File: config.mk
export PLATFORM = sky130hd
export DESIGN_NAME = sgrg_core
export DESIGN_NICKNAME = d
export VERILOG_FILES = /design/src/hw/rtl/sgrg_pkg.sv /design/src/hw/rtl/sgrg_core.sv
export SDC_FILE = /design/constraint.sdc
export NUM_CORES = 1
export LEC_CHECK = 0
export BUFFER_PORTS_ARGS = -buffer_cell sky130_fd_sc_hd__buf_4
export CAP_MARGIN = 5
export CORE_MARGIN = 5
export CORE_UTILIZATION = 45
export CTS_BUF_LIST = sky130_fd_sc_hd__clkbuf_16
export DETAILED_ROUTE_END_ITERATION = 12
export GPL_TIMING_DRIVEN = 0
export PLACE_DENSITY_LB_ADDON = 0.2
export SLEW_MARGIN = 20
export SYNTH_ARGS = -nofsm -noshare
export SYNTH_HDL_FRONTEND = slang
export SYNTH_SLANG_ARGS = --single-unit
File: constraint.sdc
create_clock -name clk_i -period 10.7 [get_ports clk_i]
set_clock_uncertainty 0.05 [all_clocks]
set_input_delay 2.14 -clock clk_i [delete_from_list [all_inputs] [get_ports clk_i]]
set_output_delay 2.14 -clock clk_i [all_outputs]
set_load 0.005 [all_outputs]
File: src/hw/rtl/sgrg_pkg.sv
// ----------------------------------------------------------------------------
// sgrg_pkg
// Shared types, constants and helpers for the seeded grid region grower.
// ----------------------------------------------------------------------------
package sgrg_pkg;

  localparam int GRID_X     = 64;
  localparam int GRID_Y     = 64;
  localparam int GRID_Z     = 32;
  localparam int LABEL_BITS = 16;

  localparam int CELLS = GRID_X * GRID_Y * GRID_Z;
  localparam int IDX_W = $clog2(CELLS);
  // working width for bound arithmetic on coordinates
  localparam int CW    = 11;
  // squared distances: two 12-bit squares summed, shifted by 8, plus dz term
  localparam int DW    = 23;
  localparam int LIM_W = 22;

  typedef enum logic [1:0] {
    REQ_LOAD = 2'd0,
    REQ_UP   = 2'd1,
    REQ_DOWN = 2'd2,
    REQ_READ = 2'd3
  } req_e;

  typedef enum logic [1:0] {
    CFG_REACH_XY = 2'd0,
    CFG_REACH_Z  = 2'd1,
    CFG_XY_LIM   = 2'd2,
    CFG_BEST_LIM = 2'd3
  } cfg_idx_e;

  typedef enum logic [2:0] {
    ST_CLEAR,
    ST_IDLE,
    ST_READ,
    ST_LOOK,
    ST_EVAL,
    ST_CHECK,
    ST_WB,
    ST_FIN
  } state_e;

  typedef logic signed [LABEL_BITS-1:0] label_t;

  typedef struct packed {
    req_e               req_type;
    logic [5:0]         cell_x;
    logic [5:0]         cell_y;
    logic [4:0]         cell_z;
    logic signed [15:0] seed_label;
  } in_beat_t;

  typedef struct packed {
    logic               status;
    logic signed [15:0] cell_label;
    logic               parent_found;
    logic [5:0]         parent_x;
    logic [5:0]         parent_y;
    logic [4:0]         parent_z;
  } out_beat_t;

  typedef struct packed {
    logic [4:0] z;
    logic [5:0] y;
    logic [5:0] x;
  } coord_t;

  typedef struct packed {
    logic [5:0]       reach_xy;
    logic [4:0]       reach_z;
    logic [LIM_W-1:0] xy_limit_sq;
    logic [LIM_W-1:0] best_limit_sq;
  } cfg_t;

  typedef struct packed {
    logic             lab_we;
    logic [IDX_W-1:0] lab_addr;
    label_t           lab_wd;
    logic             cell_we;
    logic [IDX_W-1:0] cell_addr;
    logic             lnk_wd;
    coord_t           par_wd;
  } mem_req_t;

  function automatic logic [IDX_W-1:0] voxel_idx(logic [5:0] x, logic [5:0] y,
                                                 logic [4:0] z);
    logic [31:0] v;
    v = (32'(z) * 32'(GRID_Y) + 32'(y)) * 32'(GRID_X) + 32'(x);
    return v[IDX_W-1:0];
  endfunction

endpackage

File: src/hw/rtl/sgrg_core.sv
// ----------------------------------------------------------------------------
// sgrg_core
// Sequencer and shared distance/compare unit for the region grower.
// ----------------------------------------------------------------------------
module sgrg_core import sgrg_pkg::*; (
  input  logic      clk_i,
  input  logic      rst_ni,
  input  cfg_t      cfg_i,
  input  logic      in_valid_i,
  output logic      in_stall_o,
  input  in_beat_t  in_beat_i,
  output logic      out_valid_o,
  input  logic      out_stall_i,
  output out_beat_t out_beat_o,
  output mem_req_t  mem_o,
  input  label_t    lab_rd_i,
  input  logic      lnk_rd_i,
  input  coord_t    par_rd_i
);

  state_e st_q, st_d;

  in_beat_t         in_q;
  logic             ok_q;
  logic [IDX_W-1:0] idx_q;
  logic [IDX_W-1:0] clr_q, clr_d;
  label_t           lab_q, lab_d;
  label_t           base_q, base_d;
  logic             lnk_q, lnk_d;
  coord_t           par_q, par_d;
  logic             status_q, status_d;
  logic [5:0]       x0_q, x0_d, x1_q, x1_d, y0_q, y0_d, y1_q, y1_d;
  logic [4:0]       z1_q, z1_d;
  coord_t           pos_q, pos_d;
  logic [DW-1:0]    best_q, best_d, d_q, d_d;
  out_beat_t        out_q;
  logic             out_vld_q;

  logic accept, out_take, clr_last;

  // bound arithmetic
  logic [CW-1:0] xe, ye, ze, rxy, rz;
  logic [CW-1:0] bx0, bx1, by0, by1, bz0, bz1;
  logic          z_empty;

  // distance unit
  logic [5:0]    dx, dy;
  logic [4:0]    dz;
  logic [DW-1:0] dxy, dsq;
  logic          in_reach;

  // scan advance
  coord_t nxt;
  logic   scan_last;

  logic seed_ok;
  label_t seed_lab;

  assign accept   = in_valid_i && !in_stall_o;
  assign out_take = out_vld_q && !out_stall_i;
  assign clr_last = (clr_q == IDX_W'(CELLS - 1));
  assign in_stall_o = (st_q != ST_IDLE);

  always_comb begin
    logic signed [31:0] s32;
    s32      = 32'(in_q.seed_label);
    seed_lab = LABEL_BITS'(s32);
    seed_ok  = 1'b1;
  end

  always_comb begin
    xe  = CW'(in_q.cell_x);
    ye  = CW'(in_q.cell_y);
    ze  = CW'(in_q.cell_z);
    rxy = CW'(cfg_i.reach_xy);
    rz  = CW'(cfg_i.reach_z);
    bx0 = (xe >= rxy) ? xe - rxy : '0;
    bx1 = (xe + rxy < CW'(GRID_X)) ? xe + rxy : CW'(GRID_X - 1);
    by0 = (ye >= rxy) ? ye - rxy : '0;
    by1 = (ye + rxy < CW'(GRID_Y)) ? ye + rxy : CW'(GRID_Y - 1);
    if (in_q.req_type == REQ_UP) begin
      z_empty = (rz == '0) || (ze == '0);
      bz0     = (ze >= rz) ? ze - rz : '0;
      bz1     = ze - CW'(1);
    end else begin
      z_empty = (rz == '0) || (ze + CW'(1) >= CW'(GRID_Z));
      bz0     = ze + CW'(1);
      bz1     = (ze + rz < CW'(GRID_Z)) ? ze + rz : CW'(GRID_Z - 1);
    end
  end

  always_comb begin
    logic [11:0] sx, sy;
    logic [9:0]  sz;
    dx   = (pos_q.x > in_q.cell_x) ? pos_q.x - in_q.cell_x : in_q.cell_x - pos_q.x;
    dy   = (pos_q.y > in_q.cell_y) ? pos_q.y - in_q.cell_y : in_q.cell_y - pos_q.y;
    dz   = (pos_q.z > in_q.cell_z) ? pos_q.z - in_q.cell_z : in_q.cell_z - pos_q.z;
    sx   = 12'(dx) * 12'(dx);
    sy   = 12'(dy) * 12'(dy);
    sz   = 10'(dz) * 10'(dz);
    dxy  = (DW'(sx) + DW'(sy)) << 8;
    dsq  = dxy + (DW'(sz) << 8);
    in_reach = (dxy < DW'(cfg_i.xy_limit_sq)) && (dsq < best_q);
  end

  // order of the box walk: Y fastest, then X, then Z
  always_comb begin
    nxt       = pos_q;
    scan_last = 1'b0;
    if (pos_q.y < y1_q) begin
      nxt.y = pos_q.y + 6'd1;
    end else begin
      nxt.y = y0_q;
      if (pos_q.x < x1_q) begin
        nxt.x = pos_q.x + 6'd1;
      end else begin
        nxt.x = x0_q;
        if (pos_q.z < z1_q) begin
          nxt.z = pos_q.z + 5'd1;
        end else begin
          scan_last = 1'b1;
        end
      end
    end
  end

  // next state
  always_comb begin
    st_d = st_q;
    case (st_q)
      ST_CLEAR: if (clr_last) st_d = ST_IDLE;
      ST_IDLE:  if (accept) st_d = ST_READ;
      ST_READ:  st_d = ST_LOOK;
      ST_LOOK: begin
        if (!ok_q || in_q.req_type == REQ_LOAD || in_q.req_type == REQ_READ
            || lnk_rd_i || z_empty) begin
          st_d = ST_FIN;
        end else begin
          st_d = ST_EVAL;
        end
      end
      ST_EVAL: begin
        if (in_reach) st_d = ST_CHECK;
        else if (scan_last) st_d = ST_WB;
      end
      ST_CHECK: st_d = scan_last ? ST_WB : ST_EVAL;
      ST_WB:    st_d = ST_FIN;
      ST_FIN:   if (!out_vld_q || out_take) st_d = ST_IDLE;
      default:  st_d = ST_CLEAR;
    endcase
  end

  // datapath and memory control
  always_comb begin
    clr_d    = clr_q;
    lab_d    = lab_q;
    base_d   = base_q;
    lnk_d    = lnk_q;
    par_d    = par_q;
    status_d = status_q;
    x0_d = x0_q; x1_d = x1_q; y0_d = y0_q; y1_d = y1_q; z1_d = z1_q;
    pos_d  = pos_q;
    best_d = best_q;
    d_d    = d_q;

    mem_o.lab_we    = 1'b0;
    mem_o.lab_addr  = idx_q;
    mem_o.lab_wd    = lab_q;
    mem_o.cell_we   = 1'b0;
    mem_o.cell_addr = idx_q;
    mem_o.lnk_wd    = lnk_q;
    mem_o.par_wd    = par_q;

    case (st_q)
      ST_CLEAR: begin
        mem_o.lab_we    = 1'b1;
        mem_o.lab_addr  = clr_q;
        mem_o.lab_wd    = '1;
        mem_o.cell_we   = 1'b1;
        mem_o.cell_addr = clr_q;
        mem_o.lnk_wd    = 1'b0;
        clr_d           = clr_q + IDX_W'(1);
      end
      ST_LOOK: begin
        lab_d    = lab_rd_i;
        base_d   = lab_rd_i;
        lnk_d    = lnk_rd_i;
        par_d    = par_rd_i;
        status_d = 1'b0;
        x0_d = bx0[5:0]; x1_d = bx1[5:0];
        y0_d = by0[5:0]; y1_d = by1[5:0];
        z1_d = bz1[4:0];
        pos_d  = '{z: bz0[4:0], y: by0[5:0], x: bx0[5:0]};
        best_d = DW'(cfg_i.best_limit_sq);
        if (ok_q) begin
          if (in_q.req_type == REQ_LOAD) begin
            lab_d        = seed_ok ? seed_lab : lab_rd_i;
            mem_o.lab_we = 1'b1;
            mem_o.lab_wd = seed_lab;
          end else if ((in_q.req_type == REQ_UP || in_q.req_type == REQ_DOWN)
                       && lnk_rd_i) begin
            status_d = 1'b1;
          end
        end
      end
      ST_EVAL: begin
        mem_o.lab_addr = voxel_idx(pos_q.x, pos_q.y, pos_q.z);
        d_d            = dsq;
        if (!in_reach) pos_d = nxt;
      end
      ST_CHECK: begin
        pos_d = nxt;
        if (!lab_rd_i[LABEL_BITS-1]) begin
          if (!base_q[LABEL_BITS-1]) begin
            if (base_q == lab_rd_i && in_q.req_type == REQ_UP) begin
              best_d = d_q;
              par_d  = pos_q;
              lnk_d  = 1'b1;
            end
          end else begin
            best_d = d_q;
            par_d  = pos_q;
            lnk_d  = 1'b1;
            lab_d  = lab_rd_i;
          end
        end
      end
      ST_WB: begin
        mem_o.lab_we  = 1'b1;
        mem_o.cell_we = 1'b1;
      end
      default: ;
    endcase
  end

  always_ff @(posedge clk_i or negedge rst_ni) begin
    if (!rst_ni) begin
      st_q      <= ST_CLEAR;
      clr_q     <= '0;
      out_vld_q <= 1'b0;
    end else begin
      st_q  <= st_d;
      clr_q <= clr_d;
      if (st_q == ST_FIN && (!out_vld_q || out_take)) begin
        out_vld_q <= 1'b1;
      end else if (out_take) begin
        out_vld_q <= 1'b0;
      end
    end
  end

  always_ff @(posedge clk_i) begin
    logic signed [31:0] l32;
    l32 = 32'(lab_q);
    if (accept) begin
      in_q  <= in_beat_i;
      idx_q <= voxel_idx(in_beat_i.cell_x, in_beat_i.cell_y, in_beat_i.cell_z);
      ok_q  <= (CW'(in_beat_i.cell_x) < CW'(GRID_X)) &&
               (CW'(in_beat_i.cell_y) < CW'(GRID_Y)) &&
               (CW'(in_beat_i.cell_z) < CW'(GRID_Z));
    end
    lab_q    <= lab_d;
    base_q   <= base_d;
    lnk_q    <= lnk_d;
    par_q    <= par_d;
    status_q <= status_d;
    x0_q <= x0_d; x1_q <= x1_d; y0_q <= y0_d; y1_q <= y1_d; z1_q <= z1_d;
    pos_q  <= pos_d;
    best_q <= best_d;
    d_q    <= d_d;
    if (st_q == ST_FIN && (!out_vld_q || out_take)) begin
      out_q.status       <= ok_q && status_q;
      out_q.cell_label   <= ok_q ? l32[15:0] : 16'hFFFF;
      out_q.parent_found <= ok_q && lnk_q;
      out_q.parent_x     <= (ok_q && lnk_q) ? par_q.x : '0;
      out_q.parent_y     <= (ok_q && lnk_q) ? par_q.y : '0;
      out_q.parent_z     <= (ok_q && lnk_q) ? par_q.z : '0;
    end
  end

  assign out_valid_o = out_vld_q;
  assign out_beat_o  = out_q;

  // no beat taken while the stores are being cleared
  a_clear_stall: assert property (@(posedge clk_i) disable iff (!rst_ni)
    (st_q == ST_CLEAR) |-> in_stall_o)
    else $error("input accepted during clearing pass");

  // a result is only loaded from the finish step
  a_out_src: assert property (@(posedge clk_i) disable iff (!rst_ni)
    $rose(out_vld_q) |-> $past(st_q == ST_FIN))
    else $error("result appeared outside finish step");

  // label store written only by clear, load or write-back
  a_lab_we: assert property (@(posedge clk_i) disable iff (!rst_ni)
    mem_o.lab_we |-> (st_q == ST_CLEAR || st_q == ST_LOOK || st_q == ST_WB))
    else $error("stray label store write");

  // a probe always follows a passing distance check
  a_probe: assert property (@(posedge clk_i) disable iff (!rst_ni)
    (st_q == ST_CHECK) |-> $past(st_q == ST_EVAL && in_reach))
    else $error("label probe without distance pass");

endmodule

# == After elaboration in Yosys (flattened, before gate mapping) ==
# Cells that the tools add are included.
# word_totals
romBits,0
mem_count,0
input_bits,128
out_inout_bits,107
latchBits,0
word_cells,178
ramBits,0
ff_bits,251
# classes
n_div,0
add_sub_neg,24
bitwise_logic,0
mul,3
muxes,55
shifts,0
n_reduce_logical,28
n_lt_le_gt_ge,15
n_eq_ne,21
# op_table
cell,count
$mux 23,3
$mux 17,4
$pmux 17 s2,2
$mux 16,4
$pmux 16 s2,2
$pmux 17 s3,1
$pmux 23 s2,1
$mux 6,7
$mux 5,8
$sub 6x6->6,6
$add 17x6->17,2
$mul 6x6->12,2
$pmux 3 s8,1
$lt 22x23->1,1
$add 11x6->11,2
$add 21x18->22,1
$lt 11x7->1 const B,2
$lt 21x22->1,1
$mux 18,1
$add 17x1->17 const B,1
$eq 17x17->1 const B,1
$eq 16x16->1,1
$mux 3,5
$sub 5x5->5,3
40 further kinds,84

# == Longest topological paths before layout ==
# Gate-level depths: netlist of the first run.
# depth
ltp_word,9
depth_mapped,40
depth_no_buf,40

# == Least setup slack after synthesis of the first run ==
# Ideal clock, no wire load.
# synth_timing
path_kind,register -> register
start,reg pos_q[0] (netlist bit)
end,"reg pos_q[0] (netlist bit), enable pin"
path_buffers,0
path_stages_with_launch,39
path_slack_ns,1.178
t_arrival_ns,9.169
required_ns,10.347
setup_ns,0.303
path_cell_list,edfxtp_1 -> inv_1 -> ha_1 -> inv_1 -> fa_1 -> a211oi_1 -> nor2_1 -> o31ai_4 -> mux2_2 -> o221ai_2 -> xnor2_2 -> nor2_1 -> fa_1 -> inv_1 -> fa_1 -> inv_1 -> fa_1 -> inv_1 -> [3 not listed] -> ha_1 -> a21o_1 -> a21oi_1 -> nor2b_1 -> o21a_1 -> nor2_1 -> xnor2_1 -> ha_1 -> and2_1 -> a311oi_1 -> nor2b_1 -> o21ba_2 -> ha_1 -> a211oi_1 -> o211ai_1 -> o2111a_1 -> a2111oi_0 -> nor2_1
# synth_between
elab_chain_len,9
elab_cells_between_ends,12
# synth_lines
item,line_no,source
from (decl),sgrg_core.sv:34,"coord_t pos_q, pos_d;"
from (signal assigned),sgrg_core.sv:268,pos_q <= pos_d;
$sub 6x6->6 / $gt 6x6->1 (equally long branches),sgrg_core.sv:95,dx = (pos_q.x > in_q.cell_x) ? pos_q.x - in_q.cell_x : in_q.cell_x - pos_q.x;
$mux 6 (*),sgrg_core.sv:95,
$mul 6x6->12 (*),sgrg_core.sv:98,sx = 12'(dx) * 12'(dx);
$add 12x12->13 (*),sgrg_core.sv:101,dxy = (DW'(sx) + DW'(sy)) << 8;
$add 21x18->22 (*),sgrg_core.sv:102,dsq = dxy + (DW'(sz) << 8);
net dsq[19],sgrg_core.sv:49,"logic [DW-1:0] dxy, dsq;"
$lt 22x23->1 (*),sgrg_core.sv:103,in_reach = (dxy < DW'(cfg_i.xy_limit_sq)) && (dsq < best_q);
$logic_and 1x1->1 (*),sgrg_core.sv:103,
$ne 2x2->1 (no line) (*),--,
$reduce_and 2->1 (no line) (*),--,
# Mark *: on every way through the listed nets, which the timed path passes. The rest lies on a longest branch.
# A chain may end at the register's enable or synchronous reset.

# == Worst setup path in the final report of the first run ==
# layout_timing
start,reg pos_q[0] (netlist bit)
end,reg st_q[1]
# layout_between
elab_chain_len,9
elab_cells_between_ends,18
# layout_lines
item,line_no,source
$sub 6x6->6 / $gt 6x6->1 (equally long branches),sgrg_core.sv:95,
$mux 6 (*),sgrg_core.sv:95,
$mul 6x6->12 (*),sgrg_core.sv:98,
$add 12x12->13 (*),sgrg_core.sv:101,
$add 21x18->22 (*),sgrg_core.sv:102,
net dsq[19],sgrg_core.sv:49,
$lt 22x23->1 (*),sgrg_core.sv:103,
$logic_and 1x1->1 (*),sgrg_core.sv:103,
$mux 3 / $ne 3x3->1 (equally long branches),--,
$pmux 3 s8 / $reduce_and 4->1 (equally long branches),--,
to (signal assigned),sgrg_core.sv:242,st_q <= st_d;
to (decl),sgrg_core.sv:21,"state_e st_q, st_d;"
# Marks and branches as above.

==> metrics.txt, run 1 <==
Post-Syn Area=~0.016 mm2; FMAX=98.2 MHz; core area=0.0353 mm2; hold crit path type=flop to flop; Slew Viols, Final=0; fraction of the yosys area taken by sequential cells=41.4%; via count=12200; H-tree depth=1; Wirelength per Cell=roughly 19 um; die area=0.0394 mm2; post-synthesis mux area share=4.33%; worst slew pin tran=around 1.0 ns; Async SR Flop Fraction=a little under a tenth; clk buf depth=3; RSZ-0062 raised after global routing=false; synthesized instance count=1552; Critical Path Sink Type=flop; Pwr Density=around 110 mW/mm2; Die Width=slightly below 200 um; vias per cell=5.28; antenna violations before repair=0; largest net degree at the start of global routing=35; Crit path top cell by count=inv_1; simple-gate share of the synthesized area=12.0%; kind of critical path=flop to flop; DRT Pass-1 Iters=7; Post-Syn Nets=1892; Post-Route WL=44.5 mm; number of synthesized register bits=224; synthesis-to-finish area growth=22.3%; Distinct cells, synth=69; CP peak stage delay=0.66 ns; CTS tree=built; XOR/XNOR Fraction of Synth Area=5.58%; Design Area, Final=roughly 0.02 mm2; # rows=between 60 and 70; fill count=~3100; Synth Area in Compound Gates=11.8%; # DRC=0; placed cell area=0.0185 mm2; status=complete, no violations; Leak=about 8.6 nW; EDFF count, synth=approximately 200; Synth Area in Adders=a little under a fifth; grt ovf=0; Final HPWL DP=35.7 mm; post-layout min period=10.18 ns; type of origin of the critical path=flop; Inserted Clock Buffers=27; Layout Nets=2168; Final ANT Viol Nets=0; final hold vios=0; layout cells sized above 1=19.6%; fin crit share=95.2%; total power=0.00207 W; IO buf count=234; clock transition at the registers of the reported paths=approximately 0.060 ns; crit-path max FO=7; vias in the first global route=12300; GPL Wtd Cong=0.922; maximum VDD drop=0.106 mV; Max-cap violations=0; first-pass GRT wire length=67.6 mm; Starting Density=45.3%; Critical-path top delay cell=a211oi_1; CP Data Arrival Time=10.52 ns; I/O pins=235; clk_lat worst skew=0.56 ns; main combinational cell family by area after synthesis=adder cells; Clock Sinks=224; Slew Limit Headroom=28.2%; Final setup viols=0; syn_area_per_cell=around 10 um2; starting DRC count in detailed routing=681; Die Y-Extent=approximately 200 um; Yosys Warn Count=0; gr usage total=22.0%; root buffer cell=clkbuf_16; Antenna diodes=0; Critical Path RT=roughly 11 ns; Primary FF master, synth=edfxtp_1
==> what timing repair did <==
item                                    4_1_cts  5_1_grt
hold buffers                                  0        0
buffers inserted                              0        6
endpoints found under the setup margin        0       19
resized for setup                             0        8
==> final timing paths <==
path | from | endpoint | slack (ns) | cells after the start
max in group asynchronous | rst_ni | out_valid_o$_DFFE_PN0P_ | 8.93 | 1
setup / recovery | pos_q[0]$_DFFE_PP_ | st_q[1]$_DFFE_PN0P_ | 0.52 | 38
min in group asynchronous | rst_ni | clr_q[0]$_DFFE_PN0P_ | 1.43 | 1
setup reg to reg | pos_q[0]$_DFFE_PP_ | st_q[1]$_DFFE_PN0P_ | 0.52 | 38
hold reg to reg | status_q$_SDFFCE_PN0P_ | out_beat_o[34]$_DFFE_PP_ | 0.38 | 0
hold / removal | status_q$_SDFFCE_PN0P_ | out_beat_o[34]$_DFFE_PP_ | 0.38 | 0
==> synth_stat cells, drive strengths merged, types with 14 or more instances <==
| cell type | n | area [um2] |
|---|---|---|
| mux2 | 33 | 372 |
| clkbuf | 40 | 151 |
| fa | 51 | 1020 |
| nor2 | 95 | 357 |
| o21ai | 82 | 410 |
| a21o | 37 | 278 |
| and2 | 33 | 206 |
| nor2b | 14 | 87.6 |
| dfrtp | 21 | 526 |
| edfxtp | 203 | 6100 |
| mux2i | 32 | 320 |
| a21oi | 77 | 389 |
| nand2 | 145 | 544 |
| xnor2 | 86 | 761 |
| nand2b | 16 | 103 |
| inv | 203 | 762 |
| xor2 | 15 | 131 |
| nand3 | 40 | 200 |
| ha | 161 | 2010 |
| o21bai | 14 | 105 |
==> cell type report <==
type | count | area, um2 | area share, %
Tap cell | 461 | 577 | 2.95
Clock buffer | 27 | 676 | 3.46
Buffer | 45 | 180 | 0.922
Clock inverter | 23 | 300 | 1.54
Multi-Input combinational cell | 1080 | 8520 | 43.6
Sequential cell | 224 | 6620 | 33.9
Timing Repair Buffer | 247 | 1910 | 9.76
Inverter | 203 | 762 | 3.90
==> metrics by stage <==
stage / instances / hold slack [ns] / TNS, ns / setup WS, ns / utilization [%]
CTS: 2304 / 0.377 / 0 / 0.133 / 55.1
detailed placement: 2254 / 0.362 / 0 / 0.181 / 52.3
finish: 2310 / 0.376 / 0 / 0.519 / 55.3
global placement: 2247 / 0.359 / -31.40 / -1.91 / 51.9
floorplan: 1552 / 0.350 / 0 / 1.18 / -
global route: 2310 / 0.388 / 0 / 0.00532 / 55.3
==> state kept, by name, indices dropped and copies added, names as in the netlist <==
register     cells
clr_q           17
st_q             3
in_q            17
pos_q           17
z1_q             5
lab_q           16
out_beat_o      35
y0_q             6
y1_q             6
seed_lab        16
best_q          22
status_q         1
x0_q             6
lnk_q            1
d_q             14
mem_o           17
out_valid_o      1
x1_q             6
idx_q            2
base_q          16
==> report_power, final <==
| group | switching [W] | internal, W |
|---|---|---|
| logic | 0.0000480 | 0.0000569 |
| clock network | 0.000380 | 0.000630 |
| registers | 0.0000000000000000000405 | 0.000951 |
==> per-layer routing <==
layer / up-vias / global-route usage [%] / routed length, um
met4: 0 / 6.38 / 1280
met1: 5862 / 30.4 / 19700
met3: 58 / 2.73 / 2560
li1: 5920 / - / -
met5: - / 0 / 0
met2: 364 / 36.6 / 21000
==> logic make-up after synthesis <==
group	count (synthesis)
AO/OA/AOI/OAI	293
XOR/XNOR	101
adder cells (fa/ha/maj)	212
buffers and inverters	248
flip-flops	224
multiplexers	65
AND/OR/NAND/NOR	409
==> layout by cell type (no fill, tap or decap), drive strengths merged, types with 37 or more instances in the layout <==
cell type,synthesis,routed
nand2,145,145
fa,51,51
buf,5,252
clkbuf,40,67
edfxtp,203,203
xnor2,86,86
nor2,95,95
o21ai,82,82
a21o,37,37
inv,203,207
ha,161,161
nand3,40,40
a21oi,77,77
==> worst max-delay path, delay by kind of cell (launching register included) <==
family	cells	cell delay, ns
multiplexers	1	0.32
AO/OA/AOI/OAI	12	3.32
flip-flops	1	0.47
AND/OR/NAND/NOR	6	0.82
XOR/XNOR	2	0.57
buffers and inverters	7	0.47
adder cells (fa/ha/maj)	10	3.97
Note: power is estimated with default switching activity, not from simulation.
==> run 2, diff against run 1 <==
- CORE_UTILIZATION: 45 -> 59
==> run 2 against run 1 <==
Flip-flop and latch count did not move. Core utilization rose by 17 points. Critical path depth rose by 2. Sequential power barely moved. Worst hold slack got worse by 0.00098 ns. First-iteration DRC count rose by 27%. Count of clock-buffer cells in the layout did not move. Global-route usage rose by 6.6 points. Final area fell by 1.2%. Fmax fell by 0.29%. Non-clock buffer count rose by 1.
==> metrics.txt, run 2 (synthesized netlist as in run 1, its figures left out) <==
Largest delay share family, worst path=adder cells; Pwr Density=101 mW/mm2 (-4.3%); placed cell area=0.0183 mm2 (-0.68%); vias per cell=5.74 (+8.7%); Critical Path Sink Type=flop; antenna violations before repair=1 (+1); via count=12600 (+3.0%); first-pass GRT wire length=69.5 mm (+2.8%); most common cell after layout, fill and taps aside=buf_4; Clock power frac=45.8% (-3.1 points); CP Data Arrival Time=10.37 ns (-0.15 ns); final hold vios=0 (unchanged); vias in the first global route=12900 (+5.3%); DRT Pass-1 Iters=5 (-2); worst slew pin tran=1.17 ns (+0.122 ns); grt ovf=0 (unchanged); clk buf depth=3 (unchanged); Layout Nets=2168 (unchanged); status=complete, no violations; P_int=0.00154 W (-6.2%); clk_lat worst skew=0.54 ns (-0.02 ns); die area=0.0305 mm2 (-23%); Inserted Clock Buffers=26 (-3.7%); Leak=8.56 nW (-0.42%); kind of critical path=flop to flop; sequential power share=48.7% (+2.7 points); commonest cells after routing, fill and taps aside=buf_4 (241), inv_1 (205), edfxtp_1 (203); # DRC=0 (unchanged); synthesis-to-finish area growth=20.8%; r2r setup slk=0.49 ns (-0.03 ns); Wirelength per Cell=20.2 um (+4.6%); CTS tree=built; Final HPWL DP=35.0 mm (-2.0%); CP peak stage delay=0.61 ns (-0.05 ns); Final ANT Viol Nets=0 (unchanged); gr usage total=28.6% (+6.6 points); core area=0.0268 mm2 (-24%); Hold Buf Count CTS=0 (unchanged); maximum VDD drop=0.125 mV (+18%); IO buf count=234 (unchanged); Switching Share=21.3% (+0.57 points); root buffer cell=clkbuf_16; combinational power share=5.5% (+0.4 points); Clock Sinks=224 (unchanged); Post-Route WL=44.1 mm (-0.93%); largest net degree at the start of global routing=28 (-20%); layout cells sized above 1=19.3% (-0.26 points); FMAX=97.9 MHz (-0.29%); Critical-path top delay cell=fa_1; Starting Density=59.6% (+14 points); Design Area, Final=0.0193 mm2 (-1.2%); H-tree depth=1 (unchanged); max reg flops=35 (unchanged); Critical Path RT=10.86 ns (-0.18 ns); WP buf/inv=8 (+1); Slew Limit Headroom=19.9% (-8.4 points); post-layout min period=10.21 ns (+0.0295 ns); starting DRC count in detailed routing=865 (+27%); fin crit share=95.4% (+0.28 points); Final setup viols=0 (unchanged); clock transition at the registers of the reported paths=0.06 ns (about the same); hold crit path type=flop to flop; TNS Setup=0 ns (unchanged); # rows=60 (-13%); crit-path max FO=7 (unchanged); type of origin of the critical path=flop; Antenna diodes=0 (unchanged); I/O pins=235 (unchanged); Die Width=175 um (-12%); sw power=0.000416 W (-2.9%); Slew Viols, Final=0 (unchanged); Max-cap violations=0 (unchanged); GPL Wtd Cong=0.971 (+5.4%); Die Y-Extent=175 um (-12%)
==> run 2: path summary, 6_finish.rpt <==
check | from | endpoint | cells after the start
min | status_q$_SDFFCE_PN0P_ | out_beat_o[34]$_DFFE_PP_ | 0
min in group asynchronous | rst_ni | clr_q[11]$_DFFE_PN0P_ | 1
min reg2reg | status_q$_SDFFCE_PN0P_ | out_beat_o[34]$_DFFE_PP_ | 0
max reg2reg | pos_q[0]$_DFFE_PP_ | pos_q[9]$_DFFE_PP_ | 40
max | pos_q[0]$_DFFE_PP_ | pos_q[9]$_DFFE_PP_ | 40
max in group asynchronous | rst_ni | st_q[2]$_DFFE_PN0P_ | 1
==> run 2: through the flow <==
stage | total power (W) | util (%) | setup slack (ns) | hold WS [ns] | std cells
CTS | 0.00196 | 71.6 | 0.192 | 0.375 | 2183
global route | 0.00201 | 72.0 | -0.0294 | 0.392 | 2189
floorplan | 0.00102 | - | 1.18 | 0.350 | 1552
detailed placement | 0.00107 | 68.4 | 0.254 | 0.357 | 2135
finish | 0.00195 | 72.0 | 0.489 | 0.375 | 2189
global placement | 0.00107 | 67.8 | -1.38 | 0.352 | 2127
==> run 2: final cells by class <==
| class | count | area (um2) |
|---|---|---|
| plain buffers | 45 | 180 |
| flip-flops and latches | 224 | 6620 |
| clock inverters | 21 | 180 |
| well taps | 341 | 427 |
| inverters | 203 | 762 |
| fillers | 1985 | 7490 |
| clock buffers | 27 | 676 |
| repair buffers | 248 | 1930 |
| multi-input cells | 1080 | 8530 |
==> run 2: per-layer routing <==
layer	vias up	wire [um]	GRT usage, %
met3	82	3390	5.08
met2	499	21700	49.4
met5	-	15	0
met4	2	1340	8.61
li1	5919	-	-
met1	6072	17700	37.1
==> run 2: power by group through the flow <==
stage | clock (W) | sequential [W] | combinational [W]
after global placement | 0 | 0.000969 | 0.000102
after floorplan | 0 | 0.000969 | 0.0000476
after CTS | 0.000900 | 0.000951 | 0.000106
after detailed placement | 0 | 0.000969 | 0.000105
final | 0.000895 | 0.000951 | 0.000106
after global routing | 0.000947 | 0.000950 | 0.000117
==> run 2: repair_timing <==
item	in CTS	in global routing
endpoints found under the setup margin	0	19
resized for setup	0	9
hold endpoints to repair	0	0
setup buffers	0	6
